**config.mk**
```make
export PLATFORM = sky130hd
export DESIGN_NAME = fcss_rsp_fifo
export DESIGN_NICKNAME = d
export VERILOG_FILES = /design/src/rtl/fcss_pkg.sv /design/src/rtl/fcss_rsp_fifo.sv
export SDC_FILE = /design/constraint.sdc
export NUM_CORES = 1
export LEC_CHECK = 0
export BUFFER_PORTS_ARGS = -buffer_cell sky130_fd_sc_hd__buf_2
export CORE_MARGIN = 2
export CORE_UTILIZATION = 50
export DETAILED_ROUTE_END_ITERATION = 16
export GPL_TIMING_DRIVEN = 1
export PLACE_DENSITY = 0.83
export REMOVE_ABC_BUFFERS = 1
export SETUP_SLACK_MARGIN = 0.05
export SLEW_MARGIN = 20
export SYNTH_ARGS = -nofsm -noshare
export SYNTH_HDL_FRONTEND = slang
export SYNTH_SLANG_ARGS = --single-unit
export TNS_END_PERCENT = 20
```
**constraint.sdc**
```tcl
create_clock -name clock -period 1.5 [get_ports clock]
set_clock_uncertainty 0.1 [all_clocks]
set_input_delay 0.3 -clock clock [delete_from_list [all_inputs] [get_ports clock]]
set_output_delay 0.3 -clock clock [all_outputs]
set_load 0.005 [all_outputs]
```
**src/rtl/fcss_pkg.sv**
```systemverilog
// shared types, constants and helpers for the floppy sector stream block
`timescale 1ns / 1ps

package fcss_pkg;

   // block configuration
   localparam int DRIVES            = 4;
   localparam int SECTORS_PER_TRACK = 10;
   localparam int WORDS_PER_SECTOR  = 256;

   // fixed sizes
   localparam int IMAGE_WORDS  = 4096;
   localparam int IMG_ADDR_W   = 12;
   localparam int DRV_ADDR_W   = 2;
   localparam int DRV_SLOTS    = 4;
   localparam int IMG_MEM_AW   = DRV_ADDR_W + IMG_ADDR_W;
   localparam int IMG_MEM_DEPTH = DRV_SLOTS * IMAGE_WORDS;
   localparam int POS_W        = 9;
   localparam int SEC_W        = 4;
   localparam int SEL_W        = 3;
   localparam int FIFO_DEPTH   = 4;
   localparam int FIFO_AW      = 2;
   localparam int FIFO_CW      = 3;

   localparam logic [SEL_W-1:0] NO_DRIVE = 3'd4;

   // stream words
   localparam logic [15:0] W_FILL = 16'o047116;
   localparam logic [15:0] W_LAST = 16'o120641;
   localparam logic [15:0] W_IDX  = 16'o120776;
   localparam logic [15:0] W_DATA = 16'o120773;
   localparam logic [15:0] W_END  = 16'o120770;
   localparam logic [15:0] IDLE_RESET = 16'h5555;

   // region lengths and fill counts
   localparam logic [POS_W-1:0] IDX_LEN   = 9'd24;
   localparam logic [POS_W-1:0] IDX_FILL  = 9'd16;
   localparam logic [POS_W-1:0] DATA_LEN  = 9'd19;
   localparam logic [POS_W-1:0] DATA_FILL = 9'd11;
   localparam logic [POS_W-1:0] END_LEN   = 9'd26;
   localparam logic [POS_W-1:0] END_FILL  = 9'd18;
   localparam logic [POS_W-1:0] WPS_LEN   = POS_W'(WORDS_PER_SECTOR);

   // control word bit that starts a transfer
   localparam int START_BIT = 8;

   typedef enum logic [1:0] {
      MODE_CTRL   = 2'd0,
      MODE_STATUS = 2'd1,
      MODE_DATA   = 2'd2,
      MODE_LOAD   = 2'd3
   } mode_type;

   typedef enum logic [1:0] {
      RGN_INDEX = 2'd0,
      RGN_DMARK = 2'd1,
      RGN_IMAGE = 2'd2,
      RGN_END   = 2'd3
   } region_type;

   // per drive stream state
   typedef struct packed {
      logic             active;
      logic [SEC_W-1:0] sector;
      region_type       region;
      logic [POS_W-1:0] pos;
      logic             pend_trk;
      logic             pend_size;
   } drv_state_type;

   localparam drv_state_type DRV_STATE_RESET = '{
      active:    1'b0,
      sector:    4'd0,
      region:    RGN_INDEX,
      pos:       9'd0,
      pend_trk:  1'b0,
      pend_size: 1'b0
   };

   // one result beat
   typedef struct packed {
      logic [15:0]      read_data;
      logic [SEL_W-1:0] active_drive;
   } rsp_beat_type;

   // word of a marker region at a clamped position
   function automatic logic [15:0] marker_word(input logic [POS_W-1:0] pos,
                                               input logic [POS_W-1:0] fills,
                                               input logic [POS_W-1:0] len,
                                               input logic [15:0] flag);
      logic [15:0] word;
      if (pos < fills) begin
         word = W_FILL;
      end else if (pos + 9'd2 < len) begin
         word = 16'd0;
      end else if (pos + 9'd2 == len) begin
         word = W_LAST;
      end else begin
         word = flag;
      end
      return word;
   endfunction

   // position held below the region length
   function automatic logic [POS_W-1:0] clamp_pos(input logic [POS_W-1:0] pos,
                                                  input logic [POS_W-1:0] len);
      logic [POS_W-1:0] res;
      res = (pos >= len) ? (len - 9'd1) : pos;
      return res;
   endfunction

endpackage

```
**src/rtl/fcss_rsp_fifo.sv**
```systemverilog
// result queue between the pipeline and the result channel
`timescale 1ns / 1ps

module fcss_rsp_fifo (
   input  logic                          clock,
   input  logic                          reset,
   input  logic                          push,
   input  fcss_pkg::rsp_beat_type        push_data,
   input  logic                          pop,
   output fcss_pkg::rsp_beat_type        head_data,
   output logic                          not_empty,
   output logic [fcss_pkg::FIFO_CW-1:0]  count
);
   import fcss_pkg::*;

   rsp_beat_type         slot_mem [FIFO_DEPTH];
   logic [FIFO_AW-1:0]   wr_ptr_ff;
   logic [FIFO_AW-1:0]   rd_ptr_ff;
   logic [FIFO_CW-1:0]   count_ff;
   logic [FIFO_CW-1:0]   count_in;

   // slot storage
   always_ff @(posedge clock) begin
      if (push) begin
         slot_mem[wr_ptr_ff] <= push_data;
      end
   end

   // pointers and fill count
   always_comb begin
      count_in = count_ff;
      if (push && !pop) begin
         count_in = count_ff + 3'd1;
      end else if (pop && !push) begin
         count_in = count_ff - 3'd1;
      end
   end

   always_ff @(posedge clock) begin
      if (reset) begin
         wr_ptr_ff <= '0;
         rd_ptr_ff <= '0;
         count_ff  <= '0;
      end else begin
         if (push) begin
            wr_ptr_ff <= wr_ptr_ff + 2'd1;
         end
         if (pop) begin
            rd_ptr_ff <= rd_ptr_ff + 2'd1;
         end
         count_ff <= count_in;
      end
   end

   assign head_data = slot_mem[rd_ptr_ff];
   assign not_empty = (count_ff != '0);
   assign count     = count_ff;

endmodule

```
Yosys cells after proc, flatten, opt, wreduce, memory -nomap -nowiden
Memories as Yosys holds them, arrays and structs flattened. A register that Yosys moved wholly into a read port is not among the register bits.
Index checks and enable logic that the tools add are counted.
{ "classes": {"add_sub_neg": 4, "muxes": 6, "n_reduce_logical": 6} }
{ "op_table": {"columns": ["op", "count"], "rows": [
  ["3-bit two-way mux", 2],
  ["2-bit by 1-bit adder with 2-bit output, second input constant", 2],
  ["2-bit two-way mux", 2],
  ["3-bit by 1-bit adder with 3-bit output, second input constant", 1],
  ["3-bit nonzero test", 1],
  ["3-bit by 1-bit subtractor with 3-bit output, second input constant", 1],
  ["1-bit logical AND", 2],
  ["1-bit zero test", 2],
  ["1-bit two-way mux", 2],
  ["2-bit nonzero test", 1]
]} }
{ "word_totals": {"reg_bits": 7, "mem_bits_rw": 76, "input_bits": 23, "out_inout_bits": 23, "elab_cells": 20, "memories": 1} }
{ "memory_table": {"columns": ["memory", "words", "word_bits", "read_ports", "rd_clocked_by_memory_dff", "wr", "line_no", "text"], "rows": [
  ["slot_mem", 4, 19, 1, 1, 1, "fcss_rsp_fifo.sv:16", "rsp_beat_type slot_mem [FIFO_DEPTH];"]
]} }

Longest topological paths before layout
{ "logic_depth": {"depth_word": 4, "depth_mapped": 7, "mapped_depth_nobuf": 7} }

Least setup slack after synthesis
Ideal clock, no wire load.
{ "synth_timing": {"path_kind": "input to register", "from": "in pop", "to": "reg count_ff[2] (netlist: count[2])", "setup_ns": 0.070, "t_arrival_ns": 1.471, "required_time_ns": 1.330, "path_slack_ns": -0.141, "path_stages": 7, "path_buffers": 0, "cell_sequence": "inv_1 ha_1 inv_1 fa_1 xor2_1 or3_1 a21oi_1"} }
{ "synth_between": {"elab_chain_len": 3, "elab_cells_between_ends": 5, "cone_classes": "mux: 1; reduce/logical: 4"} }
{ "synth_lines": {"columns": ["item", "line_no", "text"], "rows": [
  ["from (decl)", "fcss_rsp_fifo.sv:9", "input logic pop,"],
  ["1-bit zero test", "fcss_rsp_fifo.sv:32", "if (push && !pop) begin"],
  ["1-bit logical AND", "fcss_rsp_fifo.sv:32", null],
  ["3-bit two-way mux or 2-bit nonzero test (tied branches)", null, null],
  ["to (signal assigned)", "fcss_rsp_fifo.sv:51", "count_ff <= count_in;"],
  ["to (decl)", "fcss_rsp_fifo.sv:19", "logic [FIFO_CW-1:0] count_ff;"]
]} }
Parallel ways exist; a longest one is shown, timed or not.
A chain may end at the register's enable or synchronous reset.

==> impl_results.md <==
* Leading post-synthesis cells by cell area: edfxtp_1, mux4_1, mux4_2
* PnR Total Power at 0.004657 W
* Post-synthesis sequential area ratio at 76.76%
* Relative slew slack at 85.71%
* Async SR Flop Fraction at 0%
* Unrepaired setup endpoints after global routing: true
* Routed via count at 1524
* Worst hold stages at 1
* Type of origin of the critical path: flip-flop
* Post-Layout Cell Count at 291
* Initial Util at 51.11%
* Post-DP HPWL at 3346 microns
* Crit share post-route at 131.3%
* Nets at 239
* Setup Buffers After CTS at 0
* Failing checks: negative setup slack
* Clk slew on worst S/H paths at 70 ps
* Placed cell area at 3680 sq um
* Max-Cap Viols at 0
* Routability cong. at 0.6596
* Area of the multi-input gates at 656.9 sq um
* Synth top cells by count: edfxtp_1, mux4_2, dfxtp_1, mux4_1, nor2_1
* Die area at 7073 sq um
* Vias in the first global route at 1605
* Crit-path cells: buf_12 -> mux4_2 -> buf_6
* Root Driver: clkbuf_8
* Placed Cells at 275
* Top delay family on crit path: multiplexers
* Worst Path Arrival at 1570 ps
* Clk_lat worst skew at 350 ps
* First-pass GRT wire length at 8390 microns
* Largest net degree at the start of global routing at 20
* CP required at 1100 ps
* Core area at 6277 sq um
* GRT Overall Usage at 16.57%
* Worst Setup End Kind: primary output
* Register area at 2469 sq um
* Count leader, synth: edfxtp_1
* CTS Buf Count at 9
* Avg WL per Cell at 18.40 microns
* Drt total wl at 5355 microns
* Die extent in y at 84.10 microns
* Overflow after GRT at 0
* Most used DFF post-synth: edfxtp_1
* CP max-delay cell: mux4_2
* Measured slew at the worst slew-check pin at 212.8 ps
* EDFF count, synth at 76
* Critical Path Max Stage Delay at 520 ps
* Fillers at 439
* Status: finished with violations
* Finished Core Util at 61.23%
* Worst IR Drop VDD at 545.6 uV
* Minimum clock period at 1969 ps
* Antenna Violating Nets Remaining at 0
* # setup viols final at 20
* Design Area, Final at 3844 sq um
* Final Hold Fails at 0
* Sink Count at 85
* Ys Warns at 0
* Vias per cell at 5.237
* Syn Inst Count at 142
* Count of pins over their slew limit at 0
* Area delta synth->final at 19.81%
* DRT Pass-1 Iters at 4
* Yosys top cell by area: edfxtp_1
* Layout cells sized above 1 at 45.79%
* Crit. path cell count at 3
* Avg Cell Area, Syn at 22.59 sq um
* Number of inserted diodes at 0
* Leakage Power at 1.373 nW
* Port Buf Inserts at 45
* Synthesized area at 3208 sq um
* Power Dens Cells at 1212 nW/um^2
* Row count at 29
* Buf/Inv on CP at 2
* Initial antenna violation count at 0
* Drt initial violations at 117
* Number of I/O pins at 46
* Max FO, Critical Path at 6
* Synth Register Bits at 85
* Worst Hold Class: primary input to flip-flop
* Crit path kind: flip-flop to primary output
* DRC viols at 0
* Yosys cell types at 20
* Max Clk Rate at 0.5079 GHz
* Area fraction of the dominant cell type after synthesis at 71.14%
* CTS Buffer Depth at 2
* H-tree Lvls at 3
* Final setup margin at -468.9 ps
* Reg2Reg Depth at 4
* Die width at 84.10 microns
* CTS tree: built
worst reg2reg max path, cell delays in order, from the launching register on:
cell and delay, ps:
dfxtp_2 340, fa_2 360, xor2_1 150, or3_1 300, a21oi_1 130
through the flow:
step / hold WS (ps) / TNS, ps / setup WS [ps]
final: 61.45 / -8561 / -468.9
after detailed placement: 396.7 / -3256 / -325.2
after global placement: 393.1 / -2949 / -255.6
after floorplan: 269.1 / -8547 / -436.6
after CTS: 52.53 / -8815 / -481.1
after global routing: 54.21 / -9519 / -519.4
timing repair:
action                     CTS  global route
setup endpoints to repair   21            21
resized for setup           18             1
gates cloned                 1             0
pin swaps                    1             0
hold endpoints to repair     0             0
hold buffers                 0             0
final timing paths:
kind              slack [ps]                   from                  endpoint
setup / recovery        -470              flip-flop             head_data[13]
hold / removal            60           push_data[2]  slot_mem[2][2]$_DFFE_PP_
setup reg to reg          60  count[1]$_SDFFE_PP0P_     count[2]$_SDFFE_PP0P_
hold reg to reg          410  count[2]$_SDFFE_PP0P_     count[2]$_SDFFE_PP0P_
cell type report:
cell class | instances | area share, %
multi-input cells | 48 | 17.09
repair buffers | 62 | 11.91
flip-flops and latches | 85 | 64.23
clock buffers | 12 | 3.516
clock inverters | 3 | 0.3581
inverters | 4 | 0.3906
well taps | 77 | 2.507
state kept, by name, summed over array words and instances, names as in the netlist, named ones only:
register,flops
slot_mem,76
count,3
rd_ptr_ff,2
wr_ptr_ff,2
metal layers:
| metal | track usage (%) | vias to the layer above | part of all wire, % |
|---|---|---|---|
| met3 | 3.561 | 9 | 4.7 |
| met4 | 9.677 | 0 | 2.5 |
| met5 | 0 | - | 0 |
| li1 | - | 701 | - |
| met2 | 26.26 | 52 | 50 |
| met1 | 21.31 | 762 | 43 |
power breakdown:
part	internal (W)	switching [W]	leakage (nW)
sequential	0.00271	0.0000565	0.774
clock	0.000583	0.000699	0.0776
combinational	0.000346	0.000261	0.522
total	0.00364	0.00102	1.37
cells in the final DEF (no fill, tap or decap):
cell type	n
buf_12	6
nand2_1	1
buf_4	9
xor2_1	3
buf_2	44
clkinv_1	1
dfxtp_1	6
clkinv_2	2
dfxtp_4	1
nor2_1	7
fa_2	1
inv_2	1
xnor2_1	2
o21ai_0	1
or3_1	2
ha_1	4
clkbuf_8	9
dfxtp_2	2
edfxtp_1	76
buf_16	1
a21oi_1	1
ha_2	1
clkbuf_1	3
mux2i_1	2
mux4_2	19
and2_1	4
inv_1	3
buf_6	2
cells by family after synthesis:
family,Yosys count,synth area share [%]
AOI/OAI and AO/OA,2,0.3117
xor gates and xnor gates,5,1.365
adders and majority gates,6,2.574
buffers and inverters,9,1.872
DFF,85,76.76
muxes,21,15.02
and+or+nand+nor,14,2.106
(Power assumes the default switching activity.)
