## config.mk

```make
export PLATFORM = sky130hd
export DESIGN_NAME = fcss_state_mem
export DESIGN_NICKNAME = d
export VERILOG_FILES = /design/src/rtl/fcss_pkg.sv /design/src/rtl/fcss_state_mem.sv
export SDC_FILE = /design/constraint.sdc
export NUM_CORES = 1
export LEC_CHECK = 0
export BUFFER_PORTS_ARGS = -buffer_cell sky130_fd_sc_hd__buf_4
export CELL_PAD_IN_SITES_DETAIL_PLACEMENT = 1
export CELL_PAD_IN_SITES_GLOBAL_PLACEMENT = 2
export CORE_AREA = 5 5 101 103
export DETAILED_ROUTE_END_ITERATION = 7
export DIE_AREA = 0 0 106 108
export GPL_TIMING_DRIVEN = 0
export PLACE_DENSITY_LB_ADDON = 0.1
export SLEW_MARGIN = 20
export SYNTH_ARGS = -nofsm -noshare
export SYNTH_HDL_FRONTEND = slang
export SYNTH_SLANG_ARGS = --single-unit
```

## constraint.sdc

```tcl
create_clock -name clock -period 5.79 [get_ports clock]
set_clock_uncertainty 0.2 [all_clocks]
set_input_delay 0.2895 -clock clock [delete_from_list [all_inputs] [get_ports clock]]
set_output_delay 0.2895 -clock clock [all_outputs]
set_load 0.05 [all_outputs]
```

## src/rtl/fcss_pkg.sv

```systemverilog
// shared types, constants and helpers for the floppy sector stream block
`timescale 1ns / 1ps

package fcss_pkg;

   // block configuration
   localparam int DRIVES            = 4;
   localparam int SECTORS_PER_TRACK = 10;
   localparam int WORDS_PER_SECTOR  = 256;

   // fixed sizes
   localparam int IMAGE_WORDS  = 4096;
   localparam int IMG_ADDR_W   = 12;
   localparam int DRV_ADDR_W   = 2;
   localparam int DRV_SLOTS    = 4;
   localparam int IMG_MEM_AW   = DRV_ADDR_W + IMG_ADDR_W;
   localparam int IMG_MEM_DEPTH = DRV_SLOTS * IMAGE_WORDS;
   localparam int POS_W        = 9;
   localparam int SEC_W        = 4;
   localparam int SEL_W        = 3;
   localparam int FIFO_DEPTH   = 4;
   localparam int FIFO_AW      = 2;
   localparam int FIFO_CW      = 3;

   localparam logic [SEL_W-1:0] NO_DRIVE = 3'd4;

   // stream words
   localparam logic [15:0] W_FILL = 16'o047116;
   localparam logic [15:0] W_LAST = 16'o120641;
   localparam logic [15:0] W_IDX  = 16'o120776;
   localparam logic [15:0] W_DATA = 16'o120773;
   localparam logic [15:0] W_END  = 16'o120770;
   localparam logic [15:0] IDLE_RESET = 16'h5555;

   // region lengths and fill counts
   localparam logic [POS_W-1:0] IDX_LEN   = 9'd24;
   localparam logic [POS_W-1:0] IDX_FILL  = 9'd16;
   localparam logic [POS_W-1:0] DATA_LEN  = 9'd19;
   localparam logic [POS_W-1:0] DATA_FILL = 9'd11;
   localparam logic [POS_W-1:0] END_LEN   = 9'd26;
   localparam logic [POS_W-1:0] END_FILL  = 9'd18;
   localparam logic [POS_W-1:0] WPS_LEN   = POS_W'(WORDS_PER_SECTOR);

   // control word bit that starts a transfer
   localparam int START_BIT = 8;

   typedef enum logic [1:0] {
      MODE_CTRL   = 2'd0,
      MODE_STATUS = 2'd1,
      MODE_DATA   = 2'd2,
      MODE_LOAD   = 2'd3
   } mode_type;

   typedef enum logic [1:0] {
      RGN_INDEX = 2'd0,
      RGN_DMARK = 2'd1,
      RGN_IMAGE = 2'd2,
      RGN_END   = 2'd3
   } region_type;

   // per drive stream state
   typedef struct packed {
      logic             active;
      logic [SEC_W-1:0] sector;
      region_type       region;
      logic [POS_W-1:0] pos;
      logic             pend_trk;
      logic             pend_size;
   } drv_state_type;

   localparam drv_state_type DRV_STATE_RESET = '{
      active:    1'b0,
      sector:    4'd0,
      region:    RGN_INDEX,
      pos:       9'd0,
      pend_trk:  1'b0,
      pend_size: 1'b0
   };

   // one result beat
   typedef struct packed {
      logic [15:0]      read_data;
      logic [SEL_W-1:0] active_drive;
   } rsp_beat_type;

   // word of a marker region at a clamped position
   function automatic logic [15:0] marker_word(input logic [POS_W-1:0] pos,
                                               input logic [POS_W-1:0] fills,
                                               input logic [POS_W-1:0] len,
                                               input logic [15:0] flag);
      logic [15:0] word;
      if (pos < fills) begin
         word = W_FILL;
      end else if (pos + 9'd2 < len) begin
         word = 16'd0;
      end else if (pos + 9'd2 == len) begin
         word = W_LAST;
      end else begin
         word = flag;
      end
      return word;
   endfunction

   // position held below the region length
   function automatic logic [POS_W-1:0] clamp_pos(input logic [POS_W-1:0] pos,
                                                  input logic [POS_W-1:0] len);
      logic [POS_W-1:0] res;
      res = (pos >= len) ? (len - 9'd1) : pos;
      return res;
   endfunction

endpackage

```

## src/rtl/fcss_state_mem.sv

```systemverilog
// per drive stream state memory with valid bits and write-to-read bypass
`timescale 1ns / 1ps

module fcss_state_mem (
   input  logic                             clock,
   input  logic                             reset,
   input  logic                             rd_en,
   input  logic [fcss_pkg::DRV_ADDR_W-1:0]  rd_addr,
   output fcss_pkg::drv_state_type          rd_data,
   input  logic                             wr_en,
   input  logic [fcss_pkg::DRV_ADDR_W-1:0]  wr_addr,
   input  fcss_pkg::drv_state_type          wr_data
);
   import fcss_pkg::*;

   drv_state_type              state_mem [DRV_SLOTS];
   logic [DRV_SLOTS-1:0]       valid_ff;
   drv_state_type              rd_data_ff;
   logic                       rd_valid_ff;
   logic                       byp_ff;
   logic                       byp_in;
   drv_state_type              byp_data_ff;

   // memory write and registered read
   always_ff @(posedge clock) begin
      if (wr_en) begin
         state_mem[wr_addr] <= wr_data;
      end
      if (rd_en) begin
         rd_data_ff <= state_mem[rd_addr];
      end
   end

   // entry valid bits, cleared by reset
   always_ff @(posedge clock) begin
      if (reset) begin
         valid_ff    <= '0;
         rd_valid_ff <= 1'b0;
      end else begin
         if (wr_en) begin
            valid_ff[wr_addr] <= 1'b1;
         end
         if (rd_en) begin
            rd_valid_ff <= valid_ff[rd_addr];
         end
      end
   end

   // bypass when the read meets a write to the same entry
   assign byp_in = rd_en && wr_en && (rd_addr == wr_addr);

   always_ff @(posedge clock) begin
      if (reset) begin
         byp_ff <= 1'b0;
      end else if (rd_en) begin
         byp_ff <= byp_in;
      end
   end

   always_ff @(posedge clock) begin
      if (byp_in) begin
         byp_data_ff <= wr_data;
      end
   end

   always_comb begin
      if (byp_ff) begin
         rd_data = byp_data_ff;
      end else if (rd_valid_ff) begin
         rd_data = rd_data_ff;
      end else begin
         rd_data = DRV_STATE_RESET;
      end
   end

endmodule

```

# Word level (Yosys, flattened, before mapping)
# Memories as Yosys holds them, arrays and structs flattened. A register that Yosys moved wholly into a read port is not among the register bits.
# Cells that the tools add are included.
[op_classes] n_lt_le_gt_ge=3 eq_ne=1 n_mux=8 n_bitwise=1 reduce_logical=3
[ops] cell="2-to-1 mux 18 bit" n=2
[ops] cell="less-than comparator 2 x 3 -> 1 bit (second input constant)" n=2
[ops] cell="2-to-1 mux 1 bit" n=4
[ops] cell="bitwise OR 4 bit" n=1
[ops] cell="logical AND 1 bit" n=3
[ops] cell="binary-select mux 1 bit (select 2 bit)" n=1
[ops] cell="demux 1 bit (select 2 bit)" n=1
[ops] cell="equality test 2 bit" n=1
[ops] cell=">= comparator 2 x 1 -> 1 bit (second input constant)" n=1
[totals] register_bits=24 mem_bits_rw=72 input_bits=26 output_inout_bits=18 word_cells=26 n_memories=1
[memory_table] memory="state_mem" depth=4 word_bits=18 rd=1 rd_clocked_by_memory_dff=1 write_ports=1 line_no="fcss_state_mem.sv:16" rtl="drv_state_type state_mem [DRV_SLOTS];"

# Logic depth before layout (Yosys ltp)
[logic_depth] depth_word=5 ltp_mapped=4 depth_no_buf=2

# Worst setup path before layout
# Ideal clock, no wire load.
[synth_timing] path_type="input to register" startpoint="input rd_addr[0] in the netlist's numbering" endpoint="register byp_data_ff[0] in the netlist's numbering (enable)" setup_ps=416 arrival_ps=1901 t_required_ps=5174 path_slack_ps=3273 path_stages=3 path_buffers=1 path_cell_list="buf_6 xor2_1 nor3_1"
[synth_via] elab_chain_len=2
[synth_lines] element="from (decl)" line_no="fcss_state_mem.sv:8" rtl="input logic [fcss_pkg::DRV_ADDR_W-1:0] rd_addr,"
[synth_lines] element="equality test 2 bit" line_no="fcss_state_mem.sv:50" rtl="assign byp_in = rd_en && wr_en && (rd_addr == wr_addr);"
[synth_lines] element="logical AND 1 bit" line_no="fcss_state_mem.sv:50"
[synth_lines] element="named net byp_in" line_no="fcss_state_mem.sv:21" rtl="logic byp_in;"
[synth_lines] element="to (signal assigned)" line_no="fcss_state_mem.sv:62" rtl="byp_data_ff <= wr_data;"
[synth_lines] element="to (decl)" line_no="fcss_state_mem.sv:22" rtl="drv_state_type byp_data_ff;"
# The timed path passes the listed nets, and every way through them passes these cells.
# A chain may end at the register's enable or synchronous reset.

==> results.yml <==
status:
  status: "finished clean"
grt:
  use_met2: 0.305
  grt_pass1_vias: 2426
  grt_util_met3: 0.0466
  grt.total_usage: 0.168
  antenna_found_initial: 0
  grtUsageMet1: 0.187
  grt_pass1_wl_um: 13600
  gr-total-overflow: 0
  grt_max_degree: 24
  grt_busiest_layer: "met2"
critical_path:
  required_ns: 5.30
  r2r-end: "valid_ff[3]"
  critPathBufInv: 3
  cpPeakStageDelay_ns: 0.33
  crit_path_max_fanout: 10
  r2r_slack_ns: 4.39
  worstRegToRegCells: 3
  timing.critical_path.mode_cell: "buf_2"
  criticalPathCategory: "reg -> out"
  rr_startpoint: "valid_ff[3]"
  worstPathCellList: "nor2b_1, buf_2, buf_2, a22o_1, buf_4"
  cp_top_family: "buffers and inverters"
  slowest_stage: "dfxtp_1"
  worstPathArrival_ns: 1.90
  crit_path_start_kind: "register"
  crit_path_end_kind: "output port"
clocking:
  cts_setup_buffers: 0
  cts_max_level: 4
  cts_resized: 0
  numCtsBuffers: 17
  clk_latency_ns: 0.50
  cts_root_buf: "clkbuf_8"
  clk_pin_slew_ns: 0.06
  cts.sinks: 114
  cts_tree: "done"
  cts_hold_buf: 27
  cts.path.max_buffers: 2
detailed_routing:
  drt_iter0_drc: 79
  ant_nets: 0
  drt_wl_total_um: 8900
  drt-pass1-iter-count: 4
  post_drt_wl_per_cell_um: 22.3
  drc: 0
  vias_per_cell: 5.37
  vias: 2141
timing:
  slew_headroom: 0.397
  slew_viol_final: 0
  hold_viol: 0
  tns_ns: 0
  tightest_slew_ns: 0.904
  clock.fmax_mhz: 419
  setup_viol: 0
  period_minus_slack_ns: 2.39
  min_period_over_period: 0.412
  rsz0062_at_grt: "no"
logic_synthesis:
  syn-num-nets: 208
  yosysSeqAreaShare: 0.801
  ys_types: 26
  yosys_warnings: 0
  ys_seq_elements: 114
  syn_area_um2: 4200
  avgSynthCellArea_um2: 23.1
  synthCells: 182
finish:
  layout_commonest_cell: "edfxtp_1"
  area_growth_pct: 32.2
  antennaDiodeCount: 0
  drive_gt1_frac: 0.354
  nets: 301
  final_area_um2: 5550
  final_cell_mix: "edfxtp_1 (108), buf_4 (44), dlygate4sd3_1 (27), a22o_1 (18), clkbuf_16 (16)"
floorplanning:
  start_util: 0.461
  num_rows: 35
  dieWidth_um: 106
  core-area_um2: 9110
  io_pins: 44
  die_h_um: 108
  dieArea_um2: 11400
placed_design:
  placed_area_um2: 4710
  port_buffers: 43
  place.gp.congestion: 0.665
  dp_hpwl_um: 5330
worst_hold_path:
  whs_path_depth: 3
  hold_path.class: "in -> reg"
  worstHoldEndpoint: "byp_ff"
  hold_start: "rd_addr[1]"
pwr:
  powerDensity_nw_per_um2: 372
  vdd_drop_max_uv: 241
  p_leak_nw: 2.01
flow_run:
  drv_cap: 0
-- how the worst max path moves through the flow --
stage                     start              end  slack [ns]  cells past startpoint
floorplan            rd_addr[0]   byp_data_ff[0]        3.27                      3
global placement     wr_addr[0]  state_mem[0][8]        1.99                      2
detailed placement   rd_addr[0]   byp_data_ff[1]        3.54                      6
CTS                 rd_valid_ff       rd_data[0]        3.32                      5
global route        rd_valid_ff       rd_data[0]        3.31                      5
finish              rd_valid_ff       rd_data[0]        3.40                      5
-- power breakdown --
part	switching [W]	internal (W)
Combinational	0.0000672	0.0000579
Clock	0.000394	0.000580
Sequential	0.0000119	0.000951
-- routing by layer --
| metal | routed length [um] | vias to the layer above |
|---|---|---|
| met5 | 0 | - |
| met4 | 105 | 0 |
| met3 | 282 | 12 |
| met2 | 4850 | 50 |
| met1 | 3660 | 1109 |
| li1 | - | 970 |
-- kinds of logic (layout without fill, tap and decap cells) --
group                     count (synthesis)  count (layout)  share of synthesized area
buffers and inverters                    10             116                     0.0149
muxes                                    20              20                      0.111
xor gates and xnor gates                  2               2                    0.00417
DFF                                     114             114                      0.801
and+or+nand+nor                          12              12                     0.0197
AOI/OAI and AO/OA                        24              24                     0.0492
-- state kept, by name, indices dropped and copies added (netlist names) --
register	cells
valid_ff	4
rd_data_ff	18
rd_valid_ff	1
byp_data_ff	18
byp_ff	1
state_mem	72
-- cells in the mapped netlist --
| master | number | area [um2] |
|---|---|---|
| a21oi_1 | 1 | 5.00 |
| a22o_1 | 18 | 158 |
| a31oi_1 | 1 | 6.26 |
| and3_1 | 1 | 6.26 |
| and3b_1 | 1 | 8.76 |
| buf_2 | 5 | 25.0 |
| buf_6 | 2 | 22.5 |
| clkbuf_4 | 1 | 7.51 |
| dfxtp_1 | 6 | 120 |
| edfxtp_1 | 108 | 3240 |
| inv_1 | 2 | 7.51 |
| mux2i_1 | 2 | 20.0 |
| mux4_1 | 11 | 289 |
| mux4_2 | 7 | 158 |
| nand2_1 | 1 | 3.75 |
| nand3b_1 | 2 | 15.0 |
| nor2_1 | 1 | 3.75 |
| nor2b_1 | 1 | 6.26 |
| nor3_1 | 1 | 5.00 |
| nor3b_1 | 1 | 7.51 |
| o21ba_2 | 2 | 20.0 |
| o221ai_1 | 1 | 8.76 |
| o41ai_1 | 1 | 8.76 |
| or3b_1 | 1 | 8.76 |
| or3b_2 | 2 | 17.5 |
| xor2_1 | 2 | 17.5 |
-- tightest hold or removal path: cells and delay by family --
kind                   cells  cell delay, ns
AO/OA/AOI/OAI              1            0.24
XOR/XNOR                   1            0.09
buffers and inverters      1            0.09
-- cell type report --
class	count	area, um2
sequential	114	3360
multi-input combinational	58	786
fill	774	3560
tap	111	139
buffer	8	55.1
inverter	2	7.51
clock inverter	15	150
timing repair buffer	74	634
clock buffer	17	414
-- metrics by stage --
stage          utilization  hold slack (ns)  setup WS [ns]  power (W)  cells
6_report             0.609           0.0411           3.40    0.00206    399
5_1_grt              0.609           0.0496           3.31    0.00214    399
4_1_cts              0.609           0.0145           3.32    0.00209    399
3_5_place_dp         0.517            0.254           3.54    0.00109    340
3_3_place_gp         0.512            0.234           1.99    0.00108    336
2_1_floorplan            -            0.159           3.27    0.00104    182
Power figures use the tool's default switching activity.
